<file path="src/cclm_pkg.sv">
// ----------------------------------------------------------------------------
// CAN channel load monitor package
// Shared field widths and operation codes.
// ----------------------------------------------------------------------------
package cclm_pkg;

    localparam logic [1:0] FUNC_FRAME = 2'd0;
    localparam logic [1:0] FUNC_EVAL  = 2'd1;
    localparam logic [1:0] FUNC_SETUP = 2'd2;
    localparam logic [1:0] FUNC_RSVD  = 2'd3;

    localparam logic [1:0] CFG_MODE   = 2'd0;
    localparam logic [1:0] CFG_DOS    = 2'd1;
    localparam logic [1:0] CFG_SCALE  = 2'd2;
    localparam logic [1:0] CFG_INUSE  = 2'd3;

    localparam logic [1:0] DOS_NONE   = 2'd0;
    localparam logic [1:0] DOS_START  = 2'd1;
    localparam logic [1:0] DOS_STOP   = 2'd2;

    localparam logic [1:0] FLOW_PASS  = 2'd0;
    localparam logic [1:0] FLOW_HIGH  = 2'd1;
    localparam logic [1:0] FLOW_LOW   = 2'd2;
    localparam logic [1:0] FLOW_NONE  = 2'd3;

    typedef struct packed {
        logic [1:0]  func;
        logic [7:0]  net_id;
        logic [31:0] timestamp_us;
        logic [2:0]  slot;
        logic [15:0] period_ms;
        logic [31:0] flow_max;
        logic [31:0] flow_min;
    } in_item_t;

    typedef struct packed {
        logic        matched;
        logic [2:0]  slot_index;
        logic [7:0]  channel;
        logic        due;
        logic [15:0] load_rate;
        logic [31:0] frame_count;
        logic [1:0]  dos_event;
        logic [1:0]  flow_verdict;
        logic        report;
        logic        last;
    } out_item_t;

    typedef struct packed {
        logic [1:0]  index;
        logic [23:0] data;
    } cfg_item_t;

endpackage

</file>
<file path="src/cclm_if.sv">
// ----------------------------------------------------------------------------
// CAN channel load monitor channels
// Valid/ready channels for items, results and register writes.
// ----------------------------------------------------------------------------
interface cclm_in_if;
    import cclm_pkg::*;
    logic     valid;
    logic     ready;
    in_item_t data;
    modport source (output valid, output data, input ready);
    modport sink   (input valid, input data, output ready);
endinterface

interface cclm_out_if;
    import cclm_pkg::*;
    logic      valid;
    logic      ready;
    out_item_t data;
    modport source (output valid, output data, input ready);
    modport sink   (input valid, input data, output ready);
endinterface

interface cclm_cfg_if;
    import cclm_pkg::*;
    logic      valid;
    logic      ready;
    cfg_item_t data;
    modport source (output valid, output data, input ready);
    modport sink   (input valid, input data, output ready);
endinterface

</file>
<file path="src/can_channel_load_monitor.sv">
// ----------------------------------------------------------------------------
// CAN channel load monitor
// Per-channel frame counting, bus load, DoS and flow range checks.
// ----------------------------------------------------------------------------
//  channel   dir   payload
//  in_ch     in    func, net_id, timestamp_us, slot, period_ms, flow_max/min
//  out_ch    out   matched ... last, one beat per result
//  cfg_ch    in    register index and write data
//
// One item at a time. A frame beat walks the slots one per cycle until a
// hit or the last slot in use. Evaluate visits each slot in use; a due
// slot runs a bit-serial multiply (count times scale, one scale bit per
// cycle) and then a restoring divide by the elapsed time. A stalled result
// holds the sequencer. Reset clears control and registers; the slot table
// is not reset.
// ----------------------------------------------------------------------------
module can_channel_load_monitor
    import cclm_pkg::*;
#(
    parameter int NUM_SLOTS = 8
)
(
    input  logic       clk,
    input  logic       rst_n,
    cclm_in_if.sink    in_ch,
    cclm_out_if.source out_ch,
    cclm_cfg_if.sink   cfg_ch
);

    localparam int SW = (NUM_SLOTS > 1) ? $clog2(NUM_SLOTS) : 1;
    localparam int CW = $clog2(NUM_SLOTS + 1);

    localparam logic [2:0] ST_IDLE = 3'd0;
    localparam logic [2:0] ST_SCAN = 3'd1;
    localparam logic [2:0] ST_MUL  = 3'd2;
    localparam logic [2:0] ST_DIV  = 3'd3;
    localparam logic [2:0] ST_FIN  = 3'd4;
    localparam logic [2:0] ST_OUT  = 3'd5;

    // Slot table, written by setup and by frame/evaluate updates.
    logic [7:0]  chan_mem  [NUM_SLOTS];
    logic [15:0] per_mem   [NUM_SLOTS];
    logic [31:0] max_mem   [NUM_SLOTS];
    logic [31:0] min_mem   [NUM_SLOTS];
    logic [31:0] cnt_mem   [NUM_SLOTS];
    logic [31:0] first_mem [NUM_SLOTS];
    logic [31:0] lastt_mem [NUM_SLOTS];
    logic        dos_mem   [NUM_SLOTS];

    logic [2:0]  mode_reg;
    logic [15:0] thr_reg;
    logic [23:0] scale_reg;
    logic [3:0]  inuse_reg;

    logic [2:0]    state_reg;
    in_item_t      item_reg;
    logic [SW-1:0] idx_reg;
    logic [63:0]   prod_reg;   // product, then dividend as quotient bits shift in
    logic [31:0]   mcand_reg;
    logic [23:0]   mplier_reg;
    logic [32:0]   rem_reg;
    logic [5:0]    step_reg;
    logic [31:0]   elap_reg;
    logic          quot_hi_reg;
    logic          outv_reg;
    out_item_t     out_reg;

    logic [CW-1:0] nact;
    logic [SW-1:0] cur;
    logic          last_slot;
    logic          hit;
    logic [31:0]   elapsed;
    logic [47:0]   per_us;
    logic [32:0]   rem_try;
    logic          ctl_free;

    // Load from the final divide step, computed with the last quotient bit.
    logic [15:0] eval_load;
    logic        q_hi_final;
    logic [31:0] q_lo_final;
    logic [1:0]  eval_dos;

    assign nact = (32'(inuse_reg) > NUM_SLOTS) ? CW'(NUM_SLOTS) : CW'(inuse_reg);
    assign cur = idx_reg;
    assign last_slot = ({1'b0, CW'(cur)} + 1'b1) >= {1'b0, nact};
    assign hit = (chan_mem[cur] == item_reg.net_id);
    assign elapsed = lastt_mem[cur] - first_mem[cur];
    assign per_us = 48'(per_mem[cur]) * 48'd1000;
    assign rem_try = {rem_reg[31:0], prod_reg[63]} - {1'b0, elap_reg};
    assign ctl_free = (state_reg == ST_IDLE);

    // A quotient wider than 16 bits saturates.
    assign q_hi_final = quot_hi_reg;
    assign q_lo_final = {prod_reg[30:0], ~rem_try[32]};
    assign eval_load = (elap_reg == 32'd0) ? 16'hFFFF :
                       (q_hi_final || q_lo_final[31:16] != 16'd0) ? 16'hFFFF
                       : q_lo_final[15:0];

    // DoS edge for the slot being finished, with mode bit 1 set: a start when the
    // load first goes above the threshold, a stop when it first falls back.
    always_comb
    begin
        eval_dos = DOS_NONE;
        if (mode_reg[1])
        begin
            if (eval_load > thr_reg)
            begin
                if (!dos_mem[cur])
                    eval_dos = DOS_START;
            end
            else if (dos_mem[cur])
                eval_dos = DOS_STOP;
        end
    end

    assign in_ch.ready  = ctl_free;
    assign cfg_ch.ready = 1'b1;
    assign out_ch.valid = outv_reg;
    assign out_ch.data  = out_reg;

    always_ff @(posedge clk or negedge rst_n)
    begin
        if (!rst_n)
        begin
            mode_reg  <= 3'd7;
            thr_reg   <= 16'd5120;
            scale_reg <= 24'd21600;
            inuse_reg <= 4'd0;
        end
        else if (cfg_ch.valid)
        begin
            unique case (cfg_ch.data.index)
                CFG_MODE:  mode_reg  <= cfg_ch.data.data[2:0];
                CFG_DOS:   thr_reg   <= cfg_ch.data.data[15:0];
                CFG_SCALE: scale_reg <= cfg_ch.data.data;
                CFG_INUSE: inuse_reg <= cfg_ch.data.data[3:0];
            endcase
        end
    end

    always_ff @(posedge clk or negedge rst_n)
    begin
        if (!rst_n)
        begin
            state_reg <= ST_IDLE;
            outv_reg  <= 1'b0;
        end
        else
        begin
            unique case (state_reg)
                ST_IDLE:
                begin
                    if (in_ch.valid)
                    begin
                        item_reg <= in_ch.data;
                        idx_reg  <= '0;
                        if (in_ch.data.func == FUNC_SETUP)
                        begin
                            out_reg <= '{matched: (32'(in_ch.data.slot) < NUM_SLOTS),
                                         slot_index: in_ch.data.slot,
                                         channel: in_ch.data.net_id,
                                         flow_verdict: FLOW_NONE, last: 1'b1,
                                         default: '0};
                            if (32'(in_ch.data.slot) < NUM_SLOTS)
                            begin
                                chan_mem[SW'(in_ch.data.slot)]  <= in_ch.data.net_id;
                                per_mem[SW'(in_ch.data.slot)]   <= in_ch.data.period_ms;
                                max_mem[SW'(in_ch.data.slot)]   <= in_ch.data.flow_max;
                                min_mem[SW'(in_ch.data.slot)]   <= in_ch.data.flow_min;
                                cnt_mem[SW'(in_ch.data.slot)]   <= '0;
                                first_mem[SW'(in_ch.data.slot)] <= '0;
                                lastt_mem[SW'(in_ch.data.slot)] <= '0;
                                dos_mem[SW'(in_ch.data.slot)]   <= 1'b0;
                            end
                            outv_reg  <= 1'b1;
                            state_reg <= ST_OUT;
                        end
                        else if (in_ch.data.func == FUNC_FRAME)
                        begin
                            if (nact == '0)
                            begin
                                out_reg   <= '{last: 1'b1, default: '0};
                                outv_reg  <= 1'b1;
                                state_reg <= ST_OUT;
                            end
                            else
                                state_reg <= ST_SCAN;
                        end
                        else if (in_ch.data.func == FUNC_EVAL && nact != '0)
                            state_reg <= ST_SCAN;
                    end
                end
                ST_SCAN:
                begin
                    if (item_reg.func == FUNC_FRAME)
                    begin
                        if (hit)
                        begin
                            if (cnt_mem[cur] == '0)
                                first_mem[cur] <= item_reg.timestamp_us;
                            lastt_mem[cur] <= item_reg.timestamp_us;
                            if (cnt_mem[cur] != '1)
                                cnt_mem[cur] <= cnt_mem[cur] + 32'd1;
                            out_reg <= '{matched: 1'b1, slot_index: 3'(cur),
                                         channel: chan_mem[cur],
                                         flow_verdict: FLOW_NONE, last: 1'b1,
                                         default: '0};
                            outv_reg  <= 1'b1;
                            state_reg <= ST_OUT;
                        end
                        else if (last_slot)
                        begin
                            out_reg   <= '{last: 1'b1, default: '0};
                            outv_reg  <= 1'b1;
                            state_reg <= ST_OUT;
                        end
                        else
                            idx_reg <= idx_reg + 1'b1;
                    end
                    else if (48'(elapsed) < per_us)
                    begin
                        out_reg <= '{slot_index: 3'(cur), channel: chan_mem[cur],
                                     flow_verdict: FLOW_NONE, last: last_slot,
                                     default: '0};
                        outv_reg  <= 1'b1;
                        state_reg <= ST_OUT;
                    end
                    else
                    begin
                        elap_reg   <= elapsed;
                        mcand_reg  <= cnt_mem[cur];
                        mplier_reg <= scale_reg;
                        prod_reg   <= '0;
                        step_reg   <= 6'd0;
                        state_reg  <= ST_MUL;
                    end
                end
                ST_MUL:
                begin
                    // Shift-add, scale bit msb first.
                    prod_reg   <= (prod_reg << 1)
                                  + (mplier_reg[23] ? 64'(mcand_reg) : 64'd0);
                    mplier_reg <= mplier_reg << 1;
                    step_reg   <= step_reg + 6'd1;
                    if (step_reg == 6'd23)
                        state_reg <= ST_FIN;
                end
                ST_FIN:
                begin
                    // Numerator is product times 256; start the divide.
                    prod_reg    <= prod_reg << 8;
                    rem_reg     <= '0;
                    quot_hi_reg <= 1'b0;
                    step_reg    <= 6'd0;
                    state_reg   <= ST_DIV;
                end
                ST_DIV:
                begin
                    if (!rem_try[32])
                    begin
                        rem_reg  <= rem_try;
                        prod_reg <= {prod_reg[62:0], 1'b1};
                    end
                    else
                    begin
                        rem_reg  <= {rem_reg[31:0], prod_reg[63]};
                        prod_reg <= {prod_reg[62:0], 1'b0};
                    end
                    // Quotient bits above bit 31 only feed saturation.
                    if (step_reg <= 6'd31 && !rem_try[32])
                        quot_hi_reg <= 1'b1;
                    step_reg <= step_reg + 6'd1;
                    if (step_reg == 6'd63)
                    begin
                        state_reg <= ST_OUT;
                        outv_reg  <= 1'b1;
                    end
                end
                ST_OUT:
                begin
                    if (item_reg.func == FUNC_EVAL && !outv_reg)
                    begin
                        idx_reg   <= idx_reg + 1'b1;
                        state_reg <= ST_SCAN;
                    end
                    else if (outv_reg && out_ch.ready)
                    begin
                        outv_reg <= 1'b0;
                        if (item_reg.func != FUNC_EVAL || out_reg.last)
                            state_reg <= ST_IDLE;
                    end
                end
                default: state_reg <= ST_IDLE;
            endcase

            // A finished division turns into a due-slot result.
            if (state_reg == ST_DIV && step_reg == 6'd63)
            begin
                out_reg.matched      <= 1'b0;
                out_reg.slot_index   <= 3'(cur);
                out_reg.channel      <= chan_mem[cur];
                out_reg.due          <= 1'b1;
                out_reg.frame_count  <= mcand_reg;
                out_reg.report       <= mode_reg[0];
                out_reg.last         <= last_slot;
                out_reg.load_rate    <= eval_load;
                out_reg.dos_event    <= eval_dos;
                if (eval_dos == DOS_START)
                    dos_mem[cur] <= 1'b1;
                else if (eval_dos == DOS_STOP)
                    dos_mem[cur] <= 1'b0;
                if (!mode_reg[2])
                    out_reg.flow_verdict <= FLOW_NONE;
                else if (mcand_reg > max_mem[cur])
                    out_reg.flow_verdict <= FLOW_HIGH;
                else if (mcand_reg < min_mem[cur])
                    out_reg.flow_verdict <= FLOW_LOW;
                else
                    out_reg.flow_verdict <= FLOW_PASS;
                cnt_mem[cur]   <= '0;
                first_mem[cur] <= '0;
                lastt_mem[cur] <= '0;
            end
        end
    end

    a_out_hold: assert property (@(posedge clk) disable iff (!rst_n)
        out_ch.valid && !out_ch.ready |=> out_ch.valid && $stable(out_ch.data))
        else $error("result changed while stalled");
    a_busy_no_in: assert property (@(posedge clk) disable iff (!rst_n)
        out_ch.valid |-> !in_ch.ready)
        else $error("input taken while result pending");
    a_mul_len: assert property (@(posedge clk) disable iff (!rst_n)
        state_reg == ST_MUL |-> step_reg <= 6'd23)
        else $error("multiply overran");

endmodule

</file>
<file path="src/flat_wrapper.sv">
// flat-port wrapper written by rule: the top's interface ports become plain ports
module can_channel_load_monitor_flat import cclm_pkg::*;
#(
    parameter int NUM_SLOTS = 8
)
  (clk, rst_n, in_ch_valid, in_ch_data, in_ch_ready, out_ch_valid, out_ch_data, out_ch_ready, cfg_ch_valid, cfg_ch_data, cfg_ch_ready);
  cclm_in_if in_ch_i ();
  cclm_out_if out_ch_i ();
  cclm_cfg_if cfg_ch_i ();
  input  logic clk;
  input  logic rst_n;
  input wire logic [$bits(in_ch_i.valid)-1:0] in_ch_valid;
  input wire logic [$bits(in_ch_i.data)-1:0] in_ch_data;
  output wire logic [$bits(in_ch_i.ready)-1:0] in_ch_ready;
  output wire logic [$bits(out_ch_i.valid)-1:0] out_ch_valid;
  output wire logic [$bits(out_ch_i.data)-1:0] out_ch_data;
  input wire logic [$bits(out_ch_i.ready)-1:0] out_ch_ready;
  input wire logic [$bits(cfg_ch_i.valid)-1:0] cfg_ch_valid;
  input wire logic [$bits(cfg_ch_i.data)-1:0] cfg_ch_data;
  output wire logic [$bits(cfg_ch_i.ready)-1:0] cfg_ch_ready;
  assign in_ch_i.valid = in_ch_valid;
  assign in_ch_i.data = in_ch_data;
  assign in_ch_ready = in_ch_i.ready;
  assign out_ch_valid = out_ch_i.valid;
  assign out_ch_data = out_ch_i.data;
  assign out_ch_i.ready = out_ch_ready;
  assign cfg_ch_i.valid = cfg_ch_valid;
  assign cfg_ch_i.data = cfg_ch_data;
  assign cfg_ch_ready = cfg_ch_i.ready;
  can_channel_load_monitor #(.NUM_SLOTS(NUM_SLOTS)) u_core (.clk(clk), .rst_n(rst_n), .in_ch(in_ch_i), .out_ch(out_ch_i), .cfg_ch(cfg_ch_i));
endmodule
</file>
<file path="config.mk">
export PLATFORM = sky130hd
export DESIGN_NAME = can_channel_load_monitor_flat
export DESIGN_NICKNAME = d
export VERILOG_FILES = /design/src/cclm_pkg.sv /design/src/cclm_if.sv /design/src/can_channel_load_monitor.sv /design/src/flat_wrapper.sv
export SDC_FILE = /design/constraint.sdc
export NUM_CORES = 2
export LEC_CHECK = 0
export BUFFER_PORTS_ARGS = -buffer_cell sky130_fd_sc_hd__buf_4
export CORE_MARGIN = 2
export CORE_UTILIZATION = 42
export DETAILED_ROUTE_END_ITERATION = 16
export HOLD_SLACK_MARGIN = 0.15
export MAX_ROUTING_LAYER = met4
export PLACE_DENSITY_LB_ADDON = 0.1
export SYNTH_ARGS = -nofsm -noshare
export SYNTH_HDL_FRONTEND = slang
export SYNTH_SLANG_ARGS = --single-unit
</file>
<file path="constraint.sdc">
create_clock -name clk -period 12.9 [get_ports clk]
set_input_delay 2.58 -clock clk [delete_from_list [all_inputs] [get_ports clk]]
set_output_delay 2.58 -clock clk [all_outputs]
set_load 0.02 [all_outputs]
</file>
### Word-level counts from Yosys, hierarchy flattened

Memory sizes are Yosys's and may differ from the RTL's. A register that Yosys moved wholly into a read port is not among the register bits.
Cells that the tools add are included.

* register bits after elaboration: 354
* RAM bits: 1480
* input bits: 156
* output and inout port bits: 70
* logic and storage cells: 270
* memories: 8

* $add $sub $neg: 7
* $mul: 1
* magnitude comparators: 7
* eq/ne operators: 42
* mux-type cells: 119
* bitwise logic cells: 7
* reductions and logical operators: 52

Memory list
* u_core.cnt_mem: words 8, width 32, read ports 1, clocked after memory_dff 1, write ports 1, line can_channel_load_monitor.sv:45 `logic [31:0] cnt_mem [NUM_SLOTS];`
* u_core.first_mem: words 8, width 32, read ports 1, clocked after memory_dff 1, write ports 1, line can_channel_load_monitor.sv:46 `logic [31:0] first_mem [NUM_SLOTS];`
* u_core.lastt_mem: words 8, width 32, read ports 1, clocked after memory_dff 1, write ports 1, line can_channel_load_monitor.sv:47 `logic [31:0] lastt_mem [NUM_SLOTS];`
* u_core.max_mem: words 8, width 32, read ports 1, clocked after memory_dff 1, write ports 1, line can_channel_load_monitor.sv:43 `logic [31:0] max_mem [NUM_SLOTS];`
* u_core.min_mem: words 8, width 32, read ports 1, clocked after memory_dff 1, write ports 1, line can_channel_load_monitor.sv:44 `logic [31:0] min_mem [NUM_SLOTS];`
* u_core.per_mem: words 8, width 16, read ports 1, clocked after memory_dff 1, write ports 1, line can_channel_load_monitor.sv:42 `logic [15:0] per_mem [NUM_SLOTS];`
* 2 more memories

Operator list (count)
* $mux W67: 8
* $mux W32: 8
* $pmux W64 S4: 1
* $pmux W67 S2: 1
* $mux W64: 2
* $reduce_or A32 Y1: 3
* $mux W3: 31
* $mux W66: 1
* $add A64 B32 Y64: 1
* $logic_not A32 Y1: 2
* $pmux W32 S2: 1
* $mux W24: 2
* $pmux W24 S2: 1
* $mux W1: 47
* $sub A33 B32 Y33: 1
* $add A32 B1 Y32 const B: 1
* $gt A32 B32 Y1: 1
* $lt A32 B26 Y1: 1
* $lt A32 B32 Y1: 1
* $mux W16: 2
* $ne A32 B32 Y1 const B: 1
* $sub A32 B32 Y32: 1
* $mul A16 B7 Y23 const B: 1
* $reduce_and A7 Y1: 3
* other kinds (48): 113

### Logic depth before layout (Yosys ltp)

* depth after elaboration: 16
* gate-level depth with buffers: 41
* mapped depth without buffers: 31

### Worst setup path after synthesis

Ideal clock, no wire load.

* path kind: register to register
* from: register (tool-made name)
* to: register u_core.out_reg (netlist bit u_core.out_ch.data[0]) (enable)
* setup time: 568 ps
* arrival: 13586 ps
* data required time: 12332 ps
* path slack: -1254 ps
* cell stages (with the launch flop): 38
* path buffers: 9
* period minus slack after synthesis: 14154 ps
* cells stage by stage: dfxtp_1 buf_6 buf_6 buf_6 buf_2 buf_2 buf_2 clkbuf_1 clkbuf_1 clkbuf_1 mux4_2 mux2i_1 inv_1 fa_1 fa_1 inv_1 fa_1 fa_1 [... 2 more ...] nor2b_1 o21ai_0 a211o_1 a31oi_1 a21o_1 a21oi_1 xor2_1 ha_1 and3_1 a221o_1 a221o_1 a2111oi_0 nand3_1 a311oi_2 o221ai_2 o41ai_4 nor2_2 nor3_1

RTL lines
* to (signal assigned): line can_channel_load_monitor.sv:159 `out_reg <= '{matched: (32'(in_ch.data.slot) < NUM_SLOTS),`
* to (signal assigned): line can_channel_load_monitor.sv:204 `out_reg <= '{matched: 1'b1, slot_index: 3'(cur),`
* to (signal assigned): line can_channel_load_monitor.sv:222 `out_reg <= '{slot_index: 3'(cur), channel: chan_mem[cur],`
* to (decl): line can_channel_load_monitor.sv:66 `out_item_t out_reg;`

==> run summary <==
For the final database, setup skew stands at 113.4 ps. The run gives 0 as the number of DRC violations after detailed routing. Subtracting the final worst setup slack from the clock period gives 10,640 ps. Row generation in the floorplan step produced 162 rows. The fraction of the mapped netlist area in simple logic gates works out to 6.012%. The routed wirelength normalized by instance count was 27.50 µm; the portion of the clock cycle consumed by the worst path in the final layout was 82.44%. The flow ran to the end, and the final reports show no timing, DRC or antenna violations. In the routed layout, each cell is associated on average with a via count of 5.667. Dividing total power by cell area gives a power density of 296.8 mW/mm². The number of different library cells used by synthesis comes to 94.

CTS saw 1,837 sinks. For the worst-skew pair, the clock arrives at the later sink with an insertion delay of 880 ps. Commonest non-fill, non-tap cell in the layout: edfxtp_1.

The largest single stage delay on the critical path is 990 ps. The tools report the combined global-route utilization of all metal layers as 22.60%. The leakage power of the design came out at 30.62 nW. The switching share of total power was 40.36%. The cell class contributing the biggest share of worst-path delay was compound AO/OA/AOI/OAI gates. Prior to clock tree synthesis, the placed netlist has a worst setup slack of 2206 ps. The number of hold buffers added after cts is 0, and the total iterations of the first detailed-routing run is 5. Summed over all failing endpoints, the final setup total negative slack is 0 ps. The count of final hold-check violations was 0. The run gives 218,900 µm as the sum of routed wire length over all layers.

Global routing finished with a remaining overflow of 0. The worst pin sits at a relative slew slack of 25.97%. The data arrival time of the critical path came out at 11,090 ps. The total clock buffers created by CTS was 195.

Of all nets on the critical path, the largest fanout is 60. For the part of the total power dissipated in sequential elements, the log shows 26.5%. IR analysis of the VDD net gives a maximum drop of 0.9743 mV. Area of the die: 0.1991 mm². Area of the mapped netlist: 0.08212 mm².

The number of antenna violations at the first check in global routing was 29; the placeable core region was 0.1946 mm². Of the post-synthesis cell area, the part taken by muxes is 13.45%. The worst setup path is launched from a flip-flop. The number of pins exceeding their max-slew limit in the final report came out at 0. Entering global routing, the biggest net connects 98 pins.

The number of buffers and inverters on the critical path is 2. The most used flip-flop cell after synthesis was edfxtp_1. The first global-routing pass estimated 317,800 µm of wire. Buffers added to address setup during post-CTS repair amount to 0. The final layout net count came out at 5,710. The count of buffers from port buffering is 224, and the maximum clock path buffer count is 3.

The logs give 45,672 for the via count of the first global-routing pass and 0 for the antenna violation net count after detailed routing. Cell count after synthesis: 4,925. Synthesis inferred 1,837 register bits.

Setup slack closes at 2265 ps. The routed layout has 45,104 vias. For the reported max-cap violation count, the log shows 0.

The share of total power dissipated in combinational logic is 53.6%. The horizontal extent of the die was 446.2 µm. Once the floorplan was initialized, standard cells occupied 42.20% of the core.

The slew at the pin closest to its max-slew limit is 1101 ps. 226 I/O pins were placed. The number of DRC violations after detailed-routing iteration 0 was 4,124.

The final RePlAce weighted congestion came out at 0.8680. Clock-pin slew was measured on the worst setup and hold paths at 60 ps. Summing the areas of all compound-gate instances in the mapped netlist gives 4.716% of the synthesized area. Setup repair after global routing left no endpoint under its margin. Of the total synthesized cell area, the portion taken by full adders, half adders and majority gates is 5.275%.

Sequential cells were found to cover 66.84% of the synthesized design area. Based on the critical path, the design can be clocked at up to 94.03 MHz. Dividing the synthesized area by the synthesized cell count gives 16.67 µm².

In the layout the commonest cells are 1,783 x edfxtp_1, 367 x mux4_2, 306 x buf_4. For the total setup violations reported at the end of the flow, the log shows 0. The total of fill cells in the finished design is 16,560, and the maximum level of the CTS H-tree is 4. The tightest min-delay check is of the reg -> reg type.

Once the clock tree was built, the resizer swapped 0 gates to a different size. In the synthesized netlist the async set-or-reset flop fraction comes to 2.776%. When the netlist entered floorplanning its net count stood at 5,393. The switching power of the nets is 11.20 mW, and the worst endpoint required time is 13,350 ps. By area, the combinational part of the netlist is dominated by multiplexers. The post-route netlist has 21.13% of its cells at a drive strength greater than 1. The area growth from synthesis to layout is 13.91%. Counting stages on the worst path, the most repeated cell is fa_1.

The logs give 20.0% for the fraction of power consumed by the clock network and 0 for the warning count from the yosys run. Summing the areas of all xor and xnor instances in the mapped netlist gives 1.685% of the synthesized area. TritonCTS built the clock tree. The library cell contributing the largest single delay on the critical path was dfxtp_4. The worst setup path is captured at a flip-flop. The number of enable-type register cells in the synthesized netlist came out at 1,783.

Clock tree synthesis selected as its root buffer the cell clkbuf_16. Cell internal power was estimated by the tool at 16.56 mW. Half-perimeter wire length of the detailed placement result: 139,000 µm. The die is 446.2 µm tall.

The critical path class was reg -> reg.
power by group through the flow:
stage	Combinational [mW]	Sequential, mW	Clock, mW
after floorplan	11.3	7.26	0
after global placement	14.7	7.47	0
after detailed placement	14.9	7.47	0
after CTS	15.0	7.35	5.66
after global routing	17.1	7.38	5.89
final	14.9	7.35	5.54
kinds of logic (layout without fill, tap and decap cells):
kind of cell    Yosys count  in the layout
compound gates          602            602
xor+xnor                158            158
fa+ha+maj               312            312
buf+inv                 400            880
flops                  1837           1837
mux                     633            633
other cells               1             13
simple gates            982            982
layout make-up:
class                           instances  area [µm²]  area share [%]
Antenna cell                           12       30.03         0.03210
Tap cell                             2542        3181           3.400
Timing Repair Buffer                  309        2357           2.520
Sequential cell                      1837       54900           58.69
Inverter                              211       814.5          0.8708
Clock inverter                        130        1351           1.445
Clock buffer                          230        5021           5.368
Multi-Input combinational cell       2688       25880           27.67
worst register-to-register path: stages, from the launching register on:
cell,delay [ps]
dfxtp_4,990
mux4_2,660
mux2i_1,750
fa_1,590
fa_1,570
fa_1,450
fa_1,510
inv_1,50
ha_1,360
nand3_1,90
a211o_1,260
a31oi_1,360
a21o_1,200
a21oi_1,70
xor2_1,170
ha_1,300
and3_1,200
a221o_1,300
a221o_1,370
a2111oi_0,390
nand3_1,140
a311oi_2,400
o221ai_2,190
o41ai_4,750
nor2_2,190
nor3_4,470
buf_12,340
path summary, 6_finish.rpt:
| kind | startpoint | cells past startpoint | slack (ps) | end |
|---|---|---|---|---|
| max | flip-flop | 26 | 2260 | u_core.out_ch.data[12]$_DFFE_PP_ |
| min | u_core.mplier_reg[15]$_DFFE_PP_ | 2 | 500 | u_core.mplier_reg[16]$_DFFE_PP_ |
| max reg2reg | flip-flop | 26 | 2260 | u_core.out_ch.data[12]$_DFFE_PP_ |
| min reg2reg | u_core.mplier_reg[15]$_DFFE_PP_ | 2 | 500 | u_core.mplier_reg[16]$_DFFE_PP_ |
| max in group asynchronous | rst_n | 2 | 10180 | u_core.scale_reg[7]$_DFFE_PN0P_ |
| min in group asynchronous | rst_n | 1 | 1750 | u_core.inuse_reg[1]$_DFFE_PN0P_ |
Yosys cell counts, types with 17 or more instances:
cell	instances	area [µm²]
a21o_1	67	503.0
mux4_2	367	8265
o21ai_1	22	110.1
nand3_1	66	330.3
o21a_1	32	240.2
mux2_2	91	1025
o21ai_0	136	680.7
dfrtp_1	41	1026
a21oi_1	164	820.8
clkbuf_1	113	424.2
nand2b_1	25	156.4
nor4_1	32	200.2
nor3_1	54	270.3
buf_1	32	120.1
nand4_1	41	256.5
or2_2	26	162.7
xnor2_1	120	1051
a2111oi_0	17	148.9
a211oi_1	22	165.2
a22oi_1	18	135.1
xor2_1	38	332.8
nor2b_1	31	193.9
fa_1	57	1141
nand2_1	273	1025
and3_1	66	412.9
mux2i_1	175	1752
inv_1	210	788.3
or3_1	17	106.4
buf_2	26	130.1
ha_1	255	3191
and2_1	126	788.3
edfxtp_1	1783	53540
nor2_1	183	686.9
metal layers:
layer  global-route usage [%]  wire length, µm
met5                        -                0
met4                    5.434             4512
met3                    3.230            11330
met2                    34.71           103400
met1                    31.98            99610
stage by stage:
stage / util [%] / hold slack [ps] / power (mW) / area, µm² / instances
6_report: 48.07 / 504.1 / 27.76 / 93540 / 7959
5_1_grt: 48.07 / 527.2 / 30.35 / 93540 / 7959
4_1_cts: 48.05 / 506.5 / 28.06 / 93510 / 7947
3_5_place_dp: 44.78 / 492.4 / 22.36 / 87140 / 7587
3_3_place_gp: 44.78 / 483.9 / 22.21 / 87140 / 7587
2_1_floorplan: - / 470.6 / 18.53 / 82120 / 4925
No activity file was read; power rests on OpenSTA's default activity.
